<file path="src/rtl/rmsd_pkg.sv">
// ============================================================================
// rmsd_pkg: shared constants and types for the running mean / std-dev core
// Widths of state, divider operations and the divider request/response structs.
// ============================================================================
`default_nettype none
package rmsd_pkg;
  localparam int FracBits   = 16;
  localparam int CountWidth = 32;
  localparam int SumWidth   = 64;

  // divider operations
  typedef enum logic [1:0] {
    OP_DIV32 = 2'b01,
    OP_DIV64 = 2'b10
  } unit_op_e;

  typedef struct packed {
    logic                start;
    unit_op_e            op;
    logic [SumWidth-1:0] dividend;
    logic [CountWidth:0] divisor;
  } div_req_t;

  typedef struct packed {
    logic                done;
    logic [SumWidth-1:0] quot;
  } div_rsp_t;
endpackage
`default_nettype wire

</file>
<file path="src/rtl/rmsd_div.sv">
// ============================================================================
// rmsd_div: shared iterative unsigned divider
// Restoring division, one quotient bit per cycle (32 or 64 steps).
// ============================================================================
`default_nettype none
module rmsd_div (
  input  wire logic              clk_i,
  input  wire logic              rst_ni,
  input  wire rmsd_pkg::div_req_t req_i,
  output rmsd_pkg::div_rsp_t     rsp_o
);
  localparam int W = rmsd_pkg::SumWidth;
  localparam int DW = rmsd_pkg::CountWidth + 1;

  logic          busy_q, busy_d;
  logic [6:0]    cnt_q, cnt_d;
  logic [W-1:0]  quo_q, quo_d;
  logic [DW:0]   rem_q, rem_d;
  logic [DW-1:0] dvs_q, dvs_d;
  logic          done_q, done_d;
  logic [DW:0]   shl;
  logic [DW:0]   dif;

  // command load, or one restoring step while busy
  always_comb begin
    busy_d = busy_q;
    cnt_d  = cnt_q;
    quo_d  = quo_q;
    rem_d  = rem_q;
    dvs_d  = dvs_q;
    done_d = 1'b0;
    shl    = {rem_q[DW-1:0], quo_q[W-1]};
    dif    = shl - {1'b0, dvs_q};
    if (req_i.start) begin
      busy_d = 1'b1;
      dvs_d  = req_i.divisor;
      rem_d  = '0;
      if (req_i.op == rmsd_pkg::OP_DIV32) begin
        quo_d = {req_i.dividend[31:0], 32'd0};
        cnt_d = 7'd32;
      end else begin
        quo_d = req_i.dividend;
        cnt_d = 7'd64;
      end
    end else if (busy_q) begin
      if (!dif[DW]) begin
        rem_d = dif;
        quo_d = {quo_q[W-2:0], 1'b1};
      end else begin
        rem_d = shl;
        quo_d = {quo_q[W-2:0], 1'b0};
      end
      cnt_d = cnt_q - 7'd1;
      if (cnt_q == 7'd1) begin
        busy_d = 1'b0;
        done_d = 1'b1;
      end
    end
  end

  always_ff @(posedge clk_i or negedge rst_ni) begin
    if (!rst_ni) begin
      busy_q <= 1'b0;
      cnt_q  <= '0;
      done_q <= 1'b0;
    end else begin
      busy_q <= busy_d;
      cnt_q  <= cnt_d;
      done_q <= done_d;
    end
  end

  always_ff @(posedge clk_i) begin
    quo_q <= quo_d;
    rem_q <= rem_d;
    dvs_q <= dvs_d;
  end

  assign rsp_o.done = done_q;
  assign rsp_o.quot = quo_q;
endmodule
`default_nettype wire

</file>
<file path="src/rtl/rmsd_sqrt.sv">
// ============================================================================
// rmsd_sqrt: iterative 64-bit integer square root
// Digit-by-digit method, one result bit per cycle.
// ============================================================================
`default_nettype none
module rmsd_sqrt (
  input  wire logic        clk_i,
  input  wire logic        rst_ni,
  input  wire logic        start_i,
  input  wire logic [63:0] value_i,
  output logic             done_o,
  output logic [31:0]      root_o
);
  logic        busy_q;
  logic [5:0]  cnt_q;
  logic [63:0] v_q;
  logic [63:0] root_q;
  logic [63:0] bit_q;
  logic [63:0] trial;
  logic        done_q;

  assign trial = root_q + bit_q;

  always_ff @(posedge clk_i or negedge rst_ni) begin
    if (!rst_ni) begin
      busy_q <= 1'b0;
      cnt_q  <= '0;
      done_q <= 1'b0;
    end else begin
      done_q <= 1'b0;
      if (start_i) begin
        busy_q <= 1'b1;
        cnt_q  <= 6'd32;
      end else if (busy_q) begin
        cnt_q <= cnt_q - 6'd1;
        if (cnt_q == 6'd1) begin
          busy_q <= 1'b0;
          done_q <= 1'b1;
        end
      end
    end
  end

  // bit starts at 2^62 and moves down two places a step
  always_ff @(posedge clk_i) begin
    if (start_i) begin
      v_q    <= value_i;
      root_q <= '0;
      bit_q  <= 64'h4000_0000_0000_0000;
    end else if (busy_q) begin
      if (v_q >= trial) begin
        v_q    <= v_q - trial;
        root_q <= (root_q >> 1) + bit_q;
      end else begin
        root_q <= root_q >> 1;
      end
      bit_q <= bit_q >> 2;
    end
  end

  assign done_o = done_q;
  assign root_o = root_q[31:0];
endmodule
`default_nettype wire

</file>
<file path="src/rtl/running_mean_std_dev_core.sv">
// ============================================================================
// running_mean_std_dev_core: Welford running mean and standard deviation
// Sequencer around a shared serial divider, a 32x32 multiplier and a sqrt unit.
// ============================================================================
// Sequence: an accepted request runs the 32-step mean division, the multiply,
//   the 64-step sum/count division and the 32-step square root, then loads the
//   result register; when the count is full only the sigma path runs.
// s_axis_tready is high only while idle, so a new request is taken only once the
//   last one is done. A waiting result stalls only the end of the next request.
// Reset: asynchronous active low; count, mean and sum clear to zero.
`default_nettype none
module running_mean_std_dev_core (
  input  wire logic        clk_i,
  input  wire logic        rst_ni,
  input  wire logic        s_axis_tvalid,
  output logic             s_axis_tready,
  input  wire logic [31:0] s_axis_tdata,  // [31:0] sample
  input  wire logic        s_axis_tuser,  // [0] restart
  output logic             m_axis_tvalid,
  input  wire logic        m_axis_tready,
  output logic [95:0]      m_axis_tdata,  // [31:0] count, [63:32] mean_value, [95:64] std_dev
  output logic             m_axis_tuser   // [0] saturated
);
  typedef enum logic [6:0] {
    S_IDLE  = 7'b0000001,
    S_DIV1  = 7'b0000010,
    S_MUL   = 7'b0000100,
    S_ACC   = 7'b0001000,
    S_DIV2  = 7'b0010000,
    S_SQRT  = 7'b0100000,
    S_OUT   = 7'b1000000
  } state_e;

  localparam logic [rmsd_pkg::CountWidth-1:0] CountMax = '1;

  state_e         state_q, state_d;
  logic [31:0]    cnt_q;
  logic [31:0]    mean_q;
  logic [63:0]    sum_q;
  logic [32:0]    mag_q;
  logic           neg_q;
  logic [32:0]    qm_q;
  logic [63:0]    prod_q;
  logic           sat_q;
  logic           ovalid_q;
  logic [95:0]    odata_q;
  logic           ouser_q;
  logic           wait_q;

  rmsd_pkg::div_req_t dreq;
  rmsd_pkg::div_rsp_t drsp;
  logic               sq_start;
  logic               sq_done;
  logic [31:0]        sq_root;
  logic [32:0]        delta;
  logic [64:0]        sum_add;
  logic [63:0]        sum_new;
  logic [31:0]        cnt_in;
  logic [31:0]        mean_in;
  logic [63:0]        sum_in;
  logic [31:0]        mul_a;
  logic [31:0]        mul_b;
  logic [63:0]        mul_p;
  logic               out_free;

  rmsd_div u_div (.clk_i, .rst_ni, .req_i(dreq), .rsp_o(drsp));
  rmsd_sqrt u_sqrt (.clk_i, .rst_ni, .start_i(sq_start), .value_i(drsp.quot),
                    .done_o(sq_done), .root_o(sq_root));

  assign s_axis_tready = (state_q == S_IDLE);
  assign out_free = !ovalid_q || m_axis_tready;
  assign cnt_in  = s_axis_tuser ? 32'd0 : cnt_q;
  assign mean_in = s_axis_tuser ? 32'd0 : mean_q;
  assign sum_in  = s_axis_tuser ? 64'd0 : sum_q;
  assign delta   = {s_axis_tdata[31], s_axis_tdata} - {mean_in[31], mean_in};
  assign sum_add = {1'b0, sum_q} + {1'b0, prod_q};
  // saturating sum after this sample, held when the count is full
  assign sum_new = sat_q ? sum_q : (sum_add[64] ? '1 : sum_add[63:0]);

  // |delta| times (|delta| - |step|), both fit 32 bits
  assign mul_a = mag_q[31:0];
  assign mul_b = mag_q[31:0] - qm_q[31:0];
  assign mul_p = mul_a * mul_b;

  // unit commands
  always_comb begin
    dreq       = '0;
    dreq.op    = rmsd_pkg::OP_DIV32;
    sq_start   = 1'b0;
    if (state_q == S_IDLE && s_axis_tvalid && s_axis_tready && cnt_in != CountMax) begin
      dreq.start    = 1'b1;
      dreq.dividend = {31'd0, delta[32] ? -delta : delta};
      dreq.divisor  = {1'b0, cnt_in} + 33'd1;
    end else if (state_q == S_ACC) begin
      dreq.start    = 1'b1;
      dreq.op       = rmsd_pkg::OP_DIV64;
      dreq.dividend = sum_new;
      dreq.divisor  = {1'b0, cnt_q};
    end
    if (state_q == S_DIV2 && drsp.done && !wait_q) sq_start = 1'b1;
  end

  // sequencer
  always_comb begin
    state_d = state_q;
    unique case (state_q)
      S_IDLE: if (s_axis_tvalid && s_axis_tready)
                state_d = (cnt_in != CountMax) ? S_DIV1 : S_ACC;
      S_DIV1: if (drsp.done) state_d = S_MUL;
      S_MUL:  state_d = S_ACC;
      S_ACC:  state_d = S_DIV2;
      S_DIV2: if (drsp.done) state_d = S_SQRT;
      S_SQRT: if (sq_done) state_d = S_OUT;
      S_OUT:  if (out_free) state_d = S_IDLE;
      default: state_d = S_IDLE;
    endcase
  end

  always_ff @(posedge clk_i or negedge rst_ni) begin
    if (!rst_ni) begin
      state_q  <= S_IDLE;
      cnt_q    <= '0;
      mean_q   <= '0;
      sum_q    <= '0;
      ovalid_q <= 1'b0;
      sat_q    <= 1'b0;
      wait_q   <= 1'b0;
    end else begin
      state_q <= state_d;
      wait_q  <= 1'b0;
      // result register: load when free, clear when taken
      if (state_q == S_OUT && out_free) ovalid_q <= 1'b1;
      else if (m_axis_tvalid && m_axis_tready) ovalid_q <= 1'b0;
      unique case (state_q)
        S_IDLE: if (s_axis_tvalid && s_axis_tready) begin
          cnt_q  <= cnt_in;
          mean_q <= mean_in;
          sum_q  <= sum_in;
          sat_q  <= (cnt_in == CountMax);
        end
        S_MUL: begin
          cnt_q  <= cnt_q + 32'd1;
          mean_q <= neg_q ? mean_q - qm_q[31:0] : mean_q + qm_q[31:0];
        end
        S_ACC: sum_q <= sum_new;
        default: ;
      endcase
    end
  end

  // payload
  always_ff @(posedge clk_i) begin
    if (state_q == S_IDLE && s_axis_tvalid && s_axis_tready) begin
      neg_q <= delta[32];
      mag_q <= delta[32] ? -delta : delta;
    end
    if (state_q == S_DIV1 && drsp.done) qm_q <= drsp.quot[32:0];
    if (state_q == S_MUL) prod_q <= mul_p;
    if (state_q == S_IDLE) prod_q <= '0;
    if (state_q == S_OUT && out_free) begin
      odata_q <= {sq_root, mean_q, cnt_q};
      ouser_q <= sat_q || (sum_q == '1);
    end
  end

  assign m_axis_tvalid = ovalid_q;
  assign m_axis_tdata  = odata_q;
  assign m_axis_tuser  = ouser_q;
endmodule
`default_nettype wire

</file>
<file path="config.mk">
export PLATFORM = sky130hd
export DESIGN_NAME = running_mean_std_dev_core
export DESIGN_NICKNAME = d
export VERILOG_FILES = /design/src/rtl/rmsd_pkg.sv /design/src/rtl/rmsd_div.sv /design/src/rtl/rmsd_sqrt.sv /design/src/rtl/running_mean_std_dev_core.sv
export SDC_FILE = /design/constraint.sdc
export NUM_CORES = 2
export LEC_CHECK = 0
export ABC_AREA = 1
export BUFFER_PORTS_ARGS = -buffer_cell sky130_fd_sc_hd__buf_2
export CAP_MARGIN = 20
export CELL_PAD_IN_SITES_DETAIL_PLACEMENT = 0
export CELL_PAD_IN_SITES_GLOBAL_PLACEMENT = 2
export CORE_MARGIN = 1
export CORE_UTILIZATION = 41
export CTS_CLUSTER_DIAMETER = 50
export DETAILED_ROUTE_END_ITERATION = 6
export PLACE_DENSITY_LB_ADDON = 0.1
export SLEW_MARGIN = 0
export SYNTH_ARGS = -nofsm -noshare
export SYNTH_HDL_FRONTEND = slang
export SYNTH_HIERARCHICAL = 1
export SYNTH_SLANG_ARGS = --single-unit
</file>
<file path="constraint.sdc">
create_clock -name clk_i -period 14.9 [get_ports clk_i]
set_input_delay 2.98 -clock clk_i [delete_from_list [all_inputs] [get_ports clk_i]]
set_output_delay 2.98 -clock clk_i [all_outputs]
set_load 0.02 [all_outputs]
</file>
==> results.md <==
* Status: finished, violations left
* Violated checks: DRC
* Setup TNS at 0 ns
* Crit-path slowest cell: or2_2
* Endpoints failing hold at 0
* Post-CTS setup buffers at 0
* Crit-path max cell delay at 0.90 ns
* RD Place Congestion at 1.01
* Post-detail-place hpwl at 333,000 um
* Initial antenna violation count at 31
* RSZ-0062 raised after global routing: no
* Clock Pin Slew Worst Setup and Hold Paths at 0.07 ns
* Post-Syn Nets at 14,400
* DP Cell Count at 15,600
* DR WL/cell at 26.0 um
* Cell mode on critical path: nand2_1
* Crit path buffers/inverters at 8
* Yosys warns at 6
* Num rows at 171
* CTS tree: built
* Syn Area/Cell at 6.97 sq um
* Number of synthesized flops with an enable pin at 323
* Slew HR at 19.3%
* Top delay family on crit path: adder cells
* CTS H-tree depth at 3
* Sequential-to-total area share from yosys stat at 19.5%
* Layout cells sized above 1 at 4.73%
* Period minus WS final at 11.38 ns
* Total of max-cap violations at 0
* Cts bufs inserted at 108
* Async S/R FF share, synth at 23.0%
* Hold buffers post-CTS at 0
* CORE AREA at 0.217 sq mm
* Most used DFF post-synth: edfxtp_1
* HP Class: reg2reg
* Post-DR vias/cell at 5.52
* Worst Path Max Fanout at 29
* CP required at 15.54 ns
* Total global routing track utilization at 36.7%
* Post-synth top area cell: fa_1
* Clk sinks at 670
* Worst slew pin tran at 1.21 ns
* CP Capture Type: flip-flop
* I/O pin count at 136
* Clock Skews at 0.0958 ns
* Critical Path AT at 12.02 ns
* Die area at 0.220 sq mm
* Synth-to-Final Area Change at 8.39%
* Skew-Pair Late Insertion Delay at 0.79 ns
* Count leader, synth: nand2_1
* ANT nets after route at 0
* Critical path type: reg2reg
* Port Buffers at 135
* Total grt overflow at 0
* Final setup fails at 0
* Chip height at 469 um
* Synth top area share at 20.2%
* #FFs+latches synth at 670
* Pins over their slew limit at 0
* Max Buffers Root-to-Sink at 3
* Initial DRC count at 8,711
* Via count at 87,000
* First-pass GRT wire length at 585,000 um
* Vias in the first global route at 84,900
* DRC errors left at 20
* Mapped Area at 0.0894 sq mm
* Final WL at 410,000 um
* Final Cycle Share at 76.3%
* Pre-antenna DRT Iters at 7
* Synth top area cells: fa_1 (20%), nand2_1 (14%), edfxtp_1 (11%)
* Cell variety after synth at 73
* Post-cts sizing count at 0
* Die X at 469 um
* Largest net degree at the start of global routing at 70
* Fmax at 87.9 MHz
* Layout Cells excl Fill at 15,800
* Post-Synthesis Cells at 12,800
* Initial core utilization at 41.2%
* Crit path launch type: flip-flop
* CTS root buf: clkbuf_16
* NumNets Final at 14,300
* Top post-synthesis cells by count: nand2_1 (3,260), inv_1 (2,494), nor2_1 (1,565)
## routing by layer
metal / track usage (%) / wire (um)
met5: 0.281 / 136
met3: 7.57 / 36200
met2: 57.8 / 182000
met1: 47.7 / 168000
met4: 18.4 / 23300
## cells by family after synthesis
kind of cell / synth area share (%)
buffers and inverters: 12.6
DFF: 19.5
other: 0.00419
adders and majority gates: 28.5
muxes: 0.0336
xor gates and xnor gates: 2.59
AOI/OAI and AO/OA: 9.36
and+or+nand+nor: 27.4
## final timing paths
path,startpoint,depth (start not counted),slack [ns],endpoint
max in group asynchronous,rst_ni,3,10.48,sum_q[38]$_DFFE_PN0P_
setup reg to reg,mag_q[0]$_DFFE_PP_,43,3.52,prod_q[54]$_SDFFE_PP0P_
hold reg to reg,cnt_q[8]$_DFFE_PN0P_,0,0.47,m_axis_tdata[8]$_DFFE_PP_
min in group asynchronous,rst_ni,1,2.17,mean_q[31]$_DFFE_PN0P_
hold / removal,cnt_q[8]$_DFFE_PN0P_,0,0.47,m_axis_tdata[8]$_DFFE_PP_
setup / recovery,mag_q[0]$_DFFE_PP_,43,3.52,prod_q[54]$_SDFFE_PP0P_
## cell type report
class                           instances  area [sq um]
Tap cell                             2854          3570
Clock buffer                          123          2810
Sequential cell                       670         17400
Antenna cell                           11          27.5
Fill cell                           22900        120000
Clock inverter                         83          1030
Timing Repair Buffer                  271          1710
Multi-Input combinational cell       9221         60800
Inverter                             2541          9540
## through the flow
| step | utilization (%) | cell area (sq um) | worst slack, ns | hold WS (ns) |
|---|---|---|---|---|
| final | 44.7 | 96900 | 3.52 | 0.467 |
| after global routing | 44.7 | 96900 | 2.81 | 0.482 |
| after detailed placement | 42.9 | 93000 | 3.74 | 0.456 |
| after global placement | 42.9 | 93000 | 3.91 | 0.452 |
| after floorplan | - | 89400 | 6.09 | 0.420 |
| after CTS | 44.7 | 96900 | 3.73 | 0.470 |
## worst register-to-register path: cells and delay by family (launching register included)
kind | cells | cell delay [ns]
AO/OA/AOI/OAI | 3 | 0.59
adder cells (fa/ha/maj) | 11 | 5.27
buffers and inverters | 8 | 1.31
flip-flops | 1 | 0.64
AND/OR/NAND/NOR | 21 | 3.49
## cells in the final DEF, fill, tap and decap left out, types with 50 or more instances in the layout
cell type	n
a21oi_1	533
a31oi_1	63
buf_2	134
buf_4	136
clkbuf_16	108
dfrtp_1	153
dfxtp_1	193
edfxtp_1	323
fa_1	902
ha_1	594
inv_1	2490
nand2_1	3255
nand3_1	731
nand4_1	110
nor2_1	1558
nor3_1	117
o21ai_0	524
o21bai_1	52
o221ai_1	66
or2_2	50
xnor2_1	105
xor2_1	158
## sequential cells by signal, summed over array words and instances, names as in the netlist, 6 cells and up
register / count
cnt_q: 32
m_axis_tdata: 96
mag_q: 32
mean_q: 32
prod_q: 64
qm_q: 32
state_q: 7
sum_q: 64
u_div/cnt_q: 7
u_div/dvs_q: 33
u_div/quo_q: 64
u_div/rem_q: 33
u_sqrt/bit_q: 32
u_sqrt/cnt_q: 6
u_sqrt/root_q: 64
u_sqrt/v_q: 64
Power is not shown: default switching activity piles up to over one toggle a cycle in this logic, so the estimate is an artifact.
